File: src/design/rmdp_pkg.sv
`timescale 1ns / 1ps
// ----------------------------------------------------------------------------
// rmdp_pkg
// Shared types and constants for the RGB to mono dither packer.
// ----------------------------------------------------------------------------
package rmdp_pkg;

  typedef enum logic [0:0] {
    CFG_DITHER_ENABLE = 1'b0,
    CFG_THRESHOLD     = 1'b1
  } cfg_index_t;

  localparam logic       DITHER_ENABLE_RST = 1'b1;
  localparam logic [7:0] THRESHOLD_RST     = 8'd128;

endpackage

File: src/design/rgb_to_mono_dither_packer.sv
`timescale 1ns / 1ps
// ----------------------------------------------------------------------------
// rgb_to_mono_dither_packer
// Converts RGB pixels to 1-bit mono with right-neighbor error diffusion and
// packs the bits MSB first into bytes, padding every row to an aligned size.
//
// Pixels enter on the in_ stream in scan order; in_tlast marks the last pixel
// of a row. Packed bytes leave on the out_ stream; out_tlast marks the final
// byte of a row, after any zero padding. The cfg_ channel writes the dither
// enable and threshold registers and is always ready; write it only while
// the block is idle.
// A pixel is taken every cycle while the output side keeps up and no row
// padding is pending. Luma is formed as the pixel is captured into the pixel
// register; error diffusion and bit packing then work from the pixel register
// and load the output register. A row end holds the pixel register while its
// zero padding bytes, up to ROW_ALIGN_BYTES - 1 of them, are sent.
// When the receiver stalls, the output register holds its byte; a pixel that
// completes no byte still passes, and the input stalls once a byte is waiting.
// Reset empties both registers, clears the carried error and the packing
// state, and sets dither enable to 1 and threshold to 128.
// ----------------------------------------------------------------------------
module rgb_to_mono_dither_packer
  import rmdp_pkg::*;
#(
  parameter int unsigned ROW_ALIGN_BYTES = 4,
  parameter int unsigned FRACTION_BITS   = 16
) (
  input  logic        clk,
  input  logic        rst_n,
  input  logic        in_tvalid,
  output logic        in_tready,
  input  logic [23:0] in_tdata,   // red [7:0], green [15:8], blue [23:16]
  input  logic        in_tlast,   // row_end
  output logic        out_tvalid,
  input  logic        out_tready,
  output logic [7:0]  out_tdata,  // packed_byte [7:0]
  output logic        out_tlast,  // row_last
  input  logic        cfg_valid,
  output logic        cfg_ready,
  input  logic [0:0]  cfg_index,
  input  logic [7:0]  cfg_data
);

  localparam int unsigned FB = FRACTION_BITS;
  localparam int unsigned LW = FB + 9;
  localparam int unsigned CW = FB + 8;
  localparam int unsigned VW = FB + 10;
  localparam int unsigned EW = FB + 9;
  localparam int unsigned MW = FB + 12;
  localparam int unsigned PW = (ROW_ALIGN_BYTES > 1) ? $clog2(ROW_ALIGN_BYTES) : 1;

  localparam logic [LW-1:0] W_RED   = LW'(((64'd19595 << FB) + 64'd32768) >> 16);
  localparam logic [LW-1:0] W_GREEN = LW'(((64'd38470 << FB) + 64'd32768) >> 16);
  localparam logic [LW-1:0] W_BLUE  = LW'(((64'd7471 << FB) + 64'd32768) >> 16);
  localparam logic [CW-1:0] FULL_SCALE = {8'd255, {FB{1'b0}}};
  localparam logic [PW:0]   ALIGN      = (PW + 1)'(ROW_ALIGN_BYTES);

  logic                 dither_en_r;
  logic [7:0]           threshold_r;
  logic                 pix_valid_r;
  logic [LW-1:0]        luma_r;
  logic                 row_end_r;
  logic signed [CW-1:0] carry_r;
  logic [7:0]           acc_r;
  logic [2:0]           bit_pos_r;
  logic [PW-1:0]        phase_r;
  logic [PW-1:0]        pad_cnt_r;
  logic                 out_valid_r;
  logic [7:0]           out_data_r;
  logic                 out_last_r;

  logic [LW-1:0]        luma_nxt;
  logic signed [VW-1:0] v_sum;
  logic [CW-1:0]        v_cl;
  logic [CW-1:0]        thr_fix;
  logic                 pix_bit;
  logic signed [EW-1:0] err;
  logic signed [MW-1:0] err7;
  logic signed [MW-1:0] err_sh;
  logic signed [CW-1:0] carry_nxt;
  logic [7:0]           acc_with_bit;
  logic                 byte_full;
  logic                 pix_emits;
  logic                 out_free;
  logic                 pix_consume;
  logic                 pad_emit;
  logic                 emit;
  logic [7:0]           emit_data;
  logic                 emit_last;
  logic [PW:0]          phase_inc;
  logic [PW-1:0]        phase_nxt;
  logic [PW-1:0]        pads_nxt;
  logic                 in_accept;

  assign luma_nxt = W_RED * LW'(in_tdata[7:0]) + W_GREEN * LW'(in_tdata[15:8])
                  + W_BLUE * LW'(in_tdata[23:16]);

  assign thr_fix = {threshold_r, {FB{1'b0}}};

  always_comb begin
    v_sum = $signed({1'b0, luma_r}) + VW'(carry_r);
    if (v_sum < 0) begin
      v_cl = '0;
    end else if (v_sum > $signed({2'b00, FULL_SCALE})) begin
      v_cl = FULL_SCALE;
    end else begin
      v_cl = v_sum[CW-1:0];
    end
    if (dither_en_r) begin
      pix_bit = (v_cl > thr_fix);
    end else begin
      pix_bit = (luma_r > {1'b0, thr_fix});
    end
    err    = $signed({1'b0, v_cl}) - $signed({1'b0, (pix_bit ? FULL_SCALE : CW'(0))});
    err7   = (MW'(err) <<< 3) - MW'(err);
    err_sh = err7 >>> 4;
    if (dither_en_r && !row_end_r) begin
      carry_nxt = err_sh[CW-1:0];
    end else begin
      carry_nxt = '0;
    end
  end

  assign acc_with_bit = pix_bit ? (acc_r | (8'h80 >> bit_pos_r)) : acc_r;
  assign byte_full    = (bit_pos_r == 3'd7);
  assign pix_emits    = row_end_r || byte_full;
  assign out_free     = !out_valid_r || out_tready;
  assign pix_consume  = pix_valid_r && (pad_cnt_r == '0) && (!pix_emits || out_free);
  assign pad_emit     = (pad_cnt_r != '0) && out_free;
  assign emit         = pad_emit || (pix_consume && pix_emits);

  assign phase_inc = {1'b0, phase_r} + (PW + 1)'(1);
  assign phase_nxt = (phase_inc == ALIGN) ? '0 : phase_inc[PW-1:0];
  assign pads_nxt  = (phase_nxt == '0) ? '0 : PW'(ALIGN - {1'b0, phase_nxt});

  always_comb begin
    if (pad_emit) begin
      emit_data = '0;
      emit_last = (pad_cnt_r == PW'(1));
    end else begin
      emit_data = acc_with_bit;
      emit_last = row_end_r && (pads_nxt == '0);
    end
  end

  assign in_tready  = !pix_valid_r || pix_consume;
  assign in_accept  = in_tvalid && in_tready;
  assign cfg_ready  = 1'b1;
  assign out_tvalid = out_valid_r;
  assign out_tdata  = out_data_r;
  assign out_tlast  = out_last_r;

  always_ff @(posedge clk) begin
    if (!rst_n) begin
      dither_en_r <= DITHER_ENABLE_RST;
      threshold_r <= THRESHOLD_RST;
      pix_valid_r <= 1'b0;
      carry_r     <= '0;
      acc_r       <= '0;
      bit_pos_r   <= '0;
      phase_r     <= '0;
      pad_cnt_r   <= '0;
      out_valid_r <= 1'b0;
    end else begin
      if (cfg_valid) begin
        unique case (cfg_index_t'(cfg_index))
          CFG_DITHER_ENABLE: dither_en_r <= cfg_data[0];
          CFG_THRESHOLD:     threshold_r <= cfg_data;
          default:           dither_en_r <= dither_en_r;
        endcase
      end
      if (in_accept) begin
        pix_valid_r <= 1'b1;
      end else if (pix_consume) begin
        pix_valid_r <= 1'b0;
      end
      if (pix_consume) begin
        carry_r <= carry_nxt;
        if (pix_emits) begin
          acc_r <= '0;
        end else begin
          acc_r <= acc_with_bit;
        end
        bit_pos_r <= row_end_r ? 3'd0 : bit_pos_r + 3'd1;
        if (row_end_r) begin
          pad_cnt_r <= pads_nxt;
        end
      end else if (pad_emit) begin
        pad_cnt_r <= pad_cnt_r - PW'(1);
      end
      if (emit) begin
        phase_r     <= phase_nxt;
        out_valid_r <= 1'b1;
      end else if (out_tready) begin
        out_valid_r <= 1'b0;
      end
    end
  end

  always_ff @(posedge clk) begin
    if (in_accept) begin
      luma_r    <= luma_nxt;
      row_end_r <= in_tlast;
    end
    if (emit) begin
      out_data_r <= emit_data;
      out_last_r <= emit_last;
    end
  end

  a_pad_blocks_pixel : assert property (@(posedge clk) disable iff (!rst_n)
    (pad_cnt_r != '0) |-> !pix_consume)
    else $error("pixel consumed while row padding is pending");

  a_row_end_clears : assert property (@(posedge clk) disable iff (!rst_n)
    (pix_consume && row_end_r) |=> (carry_r == '0 && acc_r == '0 && bit_pos_r == '0))
    else $error("row end did not clear the packing state");

  a_plain_no_carry : assert property (@(posedge clk) disable iff (!rst_n)
    (pix_consume && !dither_en_r) |=> (carry_r == '0))
    else $error("carried error kept with dithering off");

  a_last_aligned : assert property (@(posedge clk) disable iff (!rst_n)
    (out_valid_r && out_last_r) |-> (phase_r == '0))
    else $error("row last byte not on an aligned boundary");

endmodule
File: config.mk
export PLATFORM = sky130hd
export DESIGN_NAME = rgb_to_mono_dither_packer
export DESIGN_NICKNAME = d
export VERILOG_FILES = /design/src/design/rmdp_pkg.sv /design/src/design/rgb_to_mono_dither_packer.sv
export SDC_FILE = /design/constraint.sdc
export NUM_CORES = 1
export LEC_CHECK = 0
export ABC_AREA = 1
export BUFFER_PORTS_ARGS = -buffer_cell sky130_fd_sc_hd__buf_2
export CAP_MARGIN = 10
export CORE_UTILIZATION = 59
export DETAILED_ROUTE_END_ITERATION = 16
export PLACE_DENSITY = 0.91
export REMOVE_ABC_BUFFERS = 1
export SLEW_MARGIN = 25
export SYNTH_ARGS = -nofsm -noshare
export SYNTH_HDL_FRONTEND = slang
export SYNTH_SLANG_ARGS = --single-unit
File: constraint.sdc
create_clock -name clk -period 7.32 [get_ports clk]
set_input_delay 1.098 -clock clk [delete_from_list [all_inputs] [get_ports clk]]
set_output_delay 1.098 -clock clk [all_outputs]
set_load 0.005 [all_outputs]
==> results.md, run 1 <==
Run status:
- The run finished with clean final reports.

Yosys:
- The share of async-settable or async-resettable flops after synthesis is 0.
- The synthesis-stage register bit count is 85.
- The synthesized netlist contains 52 unique library cells.
- The gate count of the mapped netlist is 1858.
- The area share of and/or/nand/nor cells after synthesis is 0.193.
- A synthesized cell averages 7.50 um^2.
- Among all flip-flop cells after synthesis, the most frequent one is dfxtp_1.
- The cell area after synthesis is 13900 um^2.
- Of the total synthesized cell area, the portion taken by full adders, half adders and majority gates is 0.390.
- The number of enable flip-flop cells after synthesis is 35.
- By area, the combinational part of the netlist is dominated by adder cells.
- The xor and xnor area share after synthesis is 0.0326.
- The Yosys step of the flow raised 0 warnings.
- After synthesis, the share of cell area in mux cells is 0.
- The fraction of the mapped netlist area in compound gates is 0.109.
- Of the synthesized area, sequential elements account for 0.147.

Setup path:
- The cell count of the worst reg-to-reg path is 45.
- STA puts the critical path data arrival time at 7.37 ns.
- The highest fanout seen on the critical path is 4.
- The sort of element at the start of the critical path is an input pin.
- The critical path depth in cells is 31.
- The category of the most critical setup path is input pin to register.
- The critical path contains buffers and inverters numbering 5 combined.
- The most numerous cell type found on the critical path is fa_1.
- In this design, the largest share of critical-path delay is due to adder cells.
- On the worst path, the slowest cell contributes a delay of 0.52 ns.
- The required time of the critical path is 7.44 ns.
- The master of the slowest instance on the critical path is fa_1.
- STA classifies the critical path endpoint as a register.

Placed design:
- In this run, placement finished with an instance count of 2296.
- The placed instances occupy a cell area of 15200 um^2.
- Detailed placement ended at an HPWL of 32700 um.
- The global placement routability congestion is 0.981.
- The count of buffers inserted at the top-level ports is 49.

Floorplanning:
- The horizontal die dimension is 156 um.
- For this configuration, the core starts out at a cell density of 0.608.
- 51 I/O pins were placed.
- The total number of placement rows is 55.
- The die height is 156 um.
- The core region area is 22900 um^2.
- The die area is 24200 um^2.

CTS:
- The clock passes through at most 2 buffers.
- The root buffer cell chosen for the clock tree is clkbuf_16.
- The CTS H-tree depth is 3.
- The number of buffers created by CTS is 9.
- The clock reaches the later pin of the worst-skew pair after 0.36 ns.
- The TritonCTS clock tree is built.
- The cts-stage hold buffer count is 0.
- Clock-pin slew was measured on the worst setup and hold paths at 0.08 ns.
- CTS saw 85 sinks.

Timing:
- The final hold violation count is 0.
- The final critical-path share of the clock period is 0.991.
- The highest clock rate is 138 MHz.
- The final critical delay including setup and external delays is 7.25 ns.
- The worst hold margin is 0.475 ns.
- The final count of pins violating max slew is 0.
- For the pin with the worst max-slew slack, the measured transition is 0.874 ns.
- The maximum clock skew at final layout is 0.0146 ns.
- Setup violations remaining at the end of the flow were counted as 0.
- Setup repair after global routing could not meet its margin everywhere.
- The relative max-transition margin is 0.415.

Routing:
- The detailed router's first-iteration violation count is 987.
- The aggregate routed wire length is 39200 um.
- The detail-routed net length per standard cell is 16.9 um.
- The remaining design rule violation count is 0.
- The final route contains 12600 vias.
- The total iterations of the first detailed-routing run is 5.
- The count of nets left with antenna violations once routing finished came out at 0.
- The mean number of vias per cell is 5.45.

Worst hold path:
- The worst hold path was traced through 2 stages.
- The type of the tightest min-delay check is register to register.

Global route:
- The number of global-route vias before repair was 12700.
- The initial antenna violation count is 0.
- The overall fraction of global-route tracks in use is 0.323.
- The remaining global-route overflow is 0.
- The global-route wire length before repair is 60800 um.
- The largest net degree at the start of global routing is 37.

Finish:
- The signed area change from the synthesized netlist to the final layout is 14.7%.
- After routing the design area is 16000 um^2.
- For this run, the number of standard cells in the final layout without fillers is 2321.
- Fill cells in the final layout number 1780.
- The total number of nets in the final design is 2404.
- The repair_antennas step left the layout with diodes totalling 0.
- The library cell used most frequently in the layout, excluding fill and tap cells, is inv_1.
- The top cell types in the final layout, fill and taps aside, are inv_1 (437), nand2_1 (340), ha_1 (225).
- In the final layout, the share of cells above drive strength 1 is 0.144.

Job:
- The total of max-cap violations is 0.
==> stage by stage <==
stage / setup slack, ns / util / TNS, ns
after floorplan: -0.0615 / - / -0.0615
after global placement: -0.334 / 0.663 / -0.794
after detailed placement: -0.585 / 0.663 / -2.14
after CTS: -0.0442 / 0.678 / -0.0442
after global routing: -0.172 / 0.698 / -0.868
final: 0.0691 / 0.698 / 0
==> logic make-up (layout without fill, tap and decap cells) <==
kind of cell,Yosys count,count (layout)
AO/OA/AOI/OAI,273,273
XOR/XNOR,51,51
adder cells (fa/ha/maj),362,362
buffers and inverters,470,620
flip-flops,85,85
other,1,1
AND/OR/NAND/NOR,616,616
==> layer usage <==
metal  wire length (um)  part of all wire  up-vias  GRT usage
met4               1990             0.051        0      0.162
li1                   -                 -     6163          -
met1              15800              0.40     5915      0.381
met2              19200              0.49      427      0.581
met5                  0                 0        -          0
met3               2250             0.057      135     0.0361
==> synthesized netlist by cell type, types with 5 or more instances <==
library cell / n / area share
nor3_1: 15 / 0.0054
nor2_2: 12 / 0.0054
nand2_2: 12 / 0.0054
nand4_1: 13 / 0.0058
ha_1: 241 / 0.22
inv_2: 7 / 0.0019
nand2_1: 347 / 0.093
xnor2_1: 10 / 0.0063
a211oi_1: 5 / 0.0027
fa_1: 121 / 0.17
clkbuf_1: 9 / 0.0024
nand3_1: 73 / 0.026
nand3b_1: 9 / 0.0048
a21oi_1: 148 / 0.053
o21a_1: 8 / 0.0043
dfxtp_1: 50 / 0.072
o21ai_0: 60 / 0.022
nor2_1: 106 / 0.029
a31oi_1: 8 / 0.0036
o21bai_1: 9 / 0.0048
xor2_1: 40 / 0.025
edfxtp_1: 35 / 0.075
inv_1: 445 / 0.12
nor4_1: 6 / 0.0027
nand3_2: 10 / 0.0072
o21ai_1: 9 / 0.0032
==> final cells by class <==
cell class	instances	area [um^2]	area share
Multi-Input combinational cell	1303	10500	0.659
Sequential cell	85	2050	0.128
Inverter	457	1720	0.107
Timing Repair Buffer	147	985	0.0616
Tap cell	313	392	0.0245
Clock buffer	10	250	0.0157
Clock inverter	6	62.6	0.00391
==> worst paths after layout <==
path | start | slack, ns | to
worst max-delay path | in_tdata[11] | 0.07 | luma_r[23]$_DFFE_PP_
worst max register to register | luma_r[0]$_DFFE_PP_ | 0.23 | carry_r[22]$_SDFFE_PN0P_
worst min register to register | acc_r[0]$_SDFFE_PN0P_ | 0.48 | acc_r[0]$_SDFFE_PN0P_
worst min-delay path | acc_r[0]$_SDFFE_PN0P_ | 0.48 | acc_r[0]$_SDFFE_PN0P_
==> worst register-to-register path: cells and delay by family (launching register included) <==
family	cells	cell delay, ns
DFF	1	0.38
AOI/OAI and AO/OA	7	1.53
buffers and inverters	7	0.70
and+or+nand+nor	25	2.61
adders and majority gates	6	1.79
==> registers in the layout (all words and copies together), names as in the netlist, 2 cells and up <==
| signal | flops |
|---|---|
| bit_pos_r | 3 |
| acc_r | 8 |
| luma_r | 25 |
| pad_cnt_r | 2 |
| carry_r | 24 |
| threshold_r | 8 |
| phase_r | 2 |
| out_tdata | 8 |
==> what timing repair did <==
action | CTS | global route
resized for setup | 8 | 78
pin swaps | 3 | 38
setup buffers | 0 | 10
setup endpoints to repair | 4 | 14
endpoints found under the hold margin | 0 | 0
Power of run 1 is left out: the tool's default activity adds up to more than one toggle a clock period on the data nets, which glitch-free logic cannot reach.
==> run 2: changes to the inputs <==
Settings changed: BUFFER_PORTS_ARGS -buffer_cell sky130_fd_sc_hd__buf_2 to -buffer_cell sky130_fd_sc_hd__clkbuf_2, CORE_UTILIZATION 59 to 70, PLACE_DENSITY 0.91 to 0.95.
Clock period 7.32 ns to 9.25 ns, I/O delays scaled along.
==> run 2 against run 1 <==
Against the previous run:
- non-clock buffer count decreased by 97
- via count decreased by 2.9%
- final cell count decreased by 6.2%
- setup slack improved by 1.0 ns
- sequential share of layout area increased by 1.1 points
- clock skew decreased by 0.00099 ns
- core utilization increased by 6.1 points
- critical path depth increased by 1
- design area decreased by 7.6%
- worst hold slack got worse by 0.0031 ns
- critical endpoint unchanged
- highest routed layer unchanged
==> results.md, run 2 (synthesis results as in run 1) <==
Floorplanning:
- The horizontal die dimension is 143 um.
- In this run the vertical extent of the chip is 143 um.
- The total area inside the core boundary comes to 19500 um^2.
- In this run the count of I/O pins placed on the die edge is 51.
- The die covers 20500 um^2.
- The initial utilization of the core area, before any placement, comes to 0.716.
- The total number of placement rows is 51.

Finish:
- In the layout the commonest cells are inv_1 (445), nand2_1 (347), ha_1 (241).
- The flip-flop count of the largest register after layout is 25.
- In the final design database the tool counted 2307 nets.
- The antenna cell count is 0.
- Measured on the finished design, the core utilization comes to 0.759.
- The final non-filler cell total is 2176.
- Leaving out fill and tap cells, the most frequent cell in the layout is inv_1.
- The largest registers in the layout are luma_r x25, carry_r x24.
- The most flop-heavy register is luma_r.
- The layout filler cell count is 1458.
- Of the cells placed in the final design, the portion with a size suffix greater than 1 is 0.0654.
- The signed area change from the synthesized netlist to the final layout is 5.93%.

CTS:
- The number of buffers created by CTS is 9.
- Buffers inserted to repair hold after CTS numbered 0.
- For the worst-skew pair, the clock arrives at the later sink with an insertion delay of 0.35 ns.
- After clock tree synthesis, the clock-pin slew on the worst setup and hold paths is 0.08 ns.
- The CTS H-tree depth is 3.
- The tree built by TritonCTS fans out to 85 sinks.
- TritonCTS built the clock tree.
- The number of gates resized after CTS was 0.
- The maximum buffer depth of the clock tree is 2.
- CTS placed an instance of clkbuf_16 at the clock tree root.
- The number of setup buffers added after CTS is 0.

Global route:
- The first global-routing pass estimated 57100 um of wire.
- The number of global-route vias before repair is 12200.
- Across every metal layer, demand over resource in global routing totals 0.364.
- The largest net degree at the start of global routing is 37.
- The remaining global-route overflow is 0.
- The initial antenna violation count is 0.

Placed design:
- The global placement routability congestion is 0.989.
- Detailed placement finished with a half-perimeter wire length of 31000 um.
- The count of buffers inserted at the top-level ports is 49.
- The number of placed instances, taps included, is 2160.
- The worst setup timing slack at the placement stage is 0.776 ns.

Routing:
- The total iterations of the first detailed-routing run is 11.
- The aggregate routed wire length is 35900 um.
- In this run, the number of DRC markers left after iteration 0 of detailed routing was 939.
- The remaining design rule violation count is 0.
- The total number of vias is 12300.
- The detail-routed net length per standard cell is 16.5 um.
- The mean number of vias per cell is 5.64.
- The number of nets with antenna violations after routing is 0.

Setup path:
- The category of the most critical setup path is input pin to register.
- The master of the slowest instance on the critical path is fa_1.
- The category of the worst setup path capture point is a register.
- STA puts the critical path data arrival time at 8.28 ns.
- On the worst path, the slowest cell contributes a delay of 0.55 ns.
- The highest fanout seen on the critical path is 7.
- STA classifies the critical path startpoint as an input pin.
- For the worst setup path, the data required time is 9.36 ns.

Timing:
- The final hold violation count was 0.
- Setup repair after global routing left no endpoint under its margin.
- The final critical delay including setup and external delays is 8.18 ns.
- The total negative slack is 0 ns.
- The maximum clock skew at final layout is 0.0136 ns.
- The final critical-path share of the clock period is 0.884.
- The final-report setup violation count is 0.
- Based on the critical path, the design can be clocked at up to 122 MHz.
- The relative max-transition margin is 0.414.
- The worst path meets setup with 1.07 ns of slack.
- At the pin with the least slew margin, the transition time is 0.874 ns.
- The final count of pins violating max slew was 0.

Job:
- The total of max-cap violations is 0.

Run status:
- The run finished with clean final reports.

Worst hold path:
- The tightest min-delay check is of the register to register type.
[run 2: changes by cell type in the layout (fill, tap and decap cells not counted), sizes merged]
cell and change:
clkinv +3, clkinvlp -2, buf -146, clkbuf +48
[run 2: final cells by class]
type / instances / area [um^2] / area share
inverters: 457 / 1720 / 0.116
multi-input cells: 1303 / 10100 / 0.685
repair buffers: 50 / 253 / 0.0171
clock inverters: 7 / 76.3 / 0.00517
flip-flops and latches: 85 / 2050 / 0.139
well taps: 265 / 332 / 0.0225
clock buffers: 9 / 225 / 0.0153
[run 2: through the flow]
step | hold slack (ns) | cell area (um^2)
6_report | 0.472 | 14800
5_1_grt | 0.494 | 14800
2_1_floorplan | 0.415 | 13900
3_5_place_dp | 0.458 | 14500
4_1_cts | 0.470 | 14800
3_3_place_gp | 0.432 | 14500
[run 2: routing by layer]
metal | wire length (um) | GRT usage | vias up
met4 | 2040 | 0.205 | 0
met5 | 0 | 0 | -
met3 | 1750 | 0.0409 | 128
met2 | 17700 | 0.649 | 416
met1 | 14400 | 0.423 | 5760
li1 | - | - | 5964
[run 2: critical path, delay by kind of cell]
kind,cells,cell delay (ns)
xor+xnor,2,0.41
compound gates,8,1.51
buf+inv,6,0.45
fa+ha+maj,9,3.66
simple gates,7,0.85
[run 2: final timing paths]
path | start | end | slack (ns) | depth (start not counted)
max | in_tdata[14] | luma_r[23]$_DFFE_PP_ | 1.07 | 32
min | carry_r[4]$_SDFFE_PN0P_ | carry_r[4]$_SDFFE_PN0P_ | 0.47 | 2
max reg2reg | luma_r[0]$_DFFE_PP_ | carry_r[22]$_SDFFE_PN0P_ | 1.40 | 42
min reg2reg | carry_r[4]$_SDFFE_PN0P_ | carry_r[4]$_SDFFE_PN0P_ | 0.47 | 2
Power of run 2 is left out for the same reason.
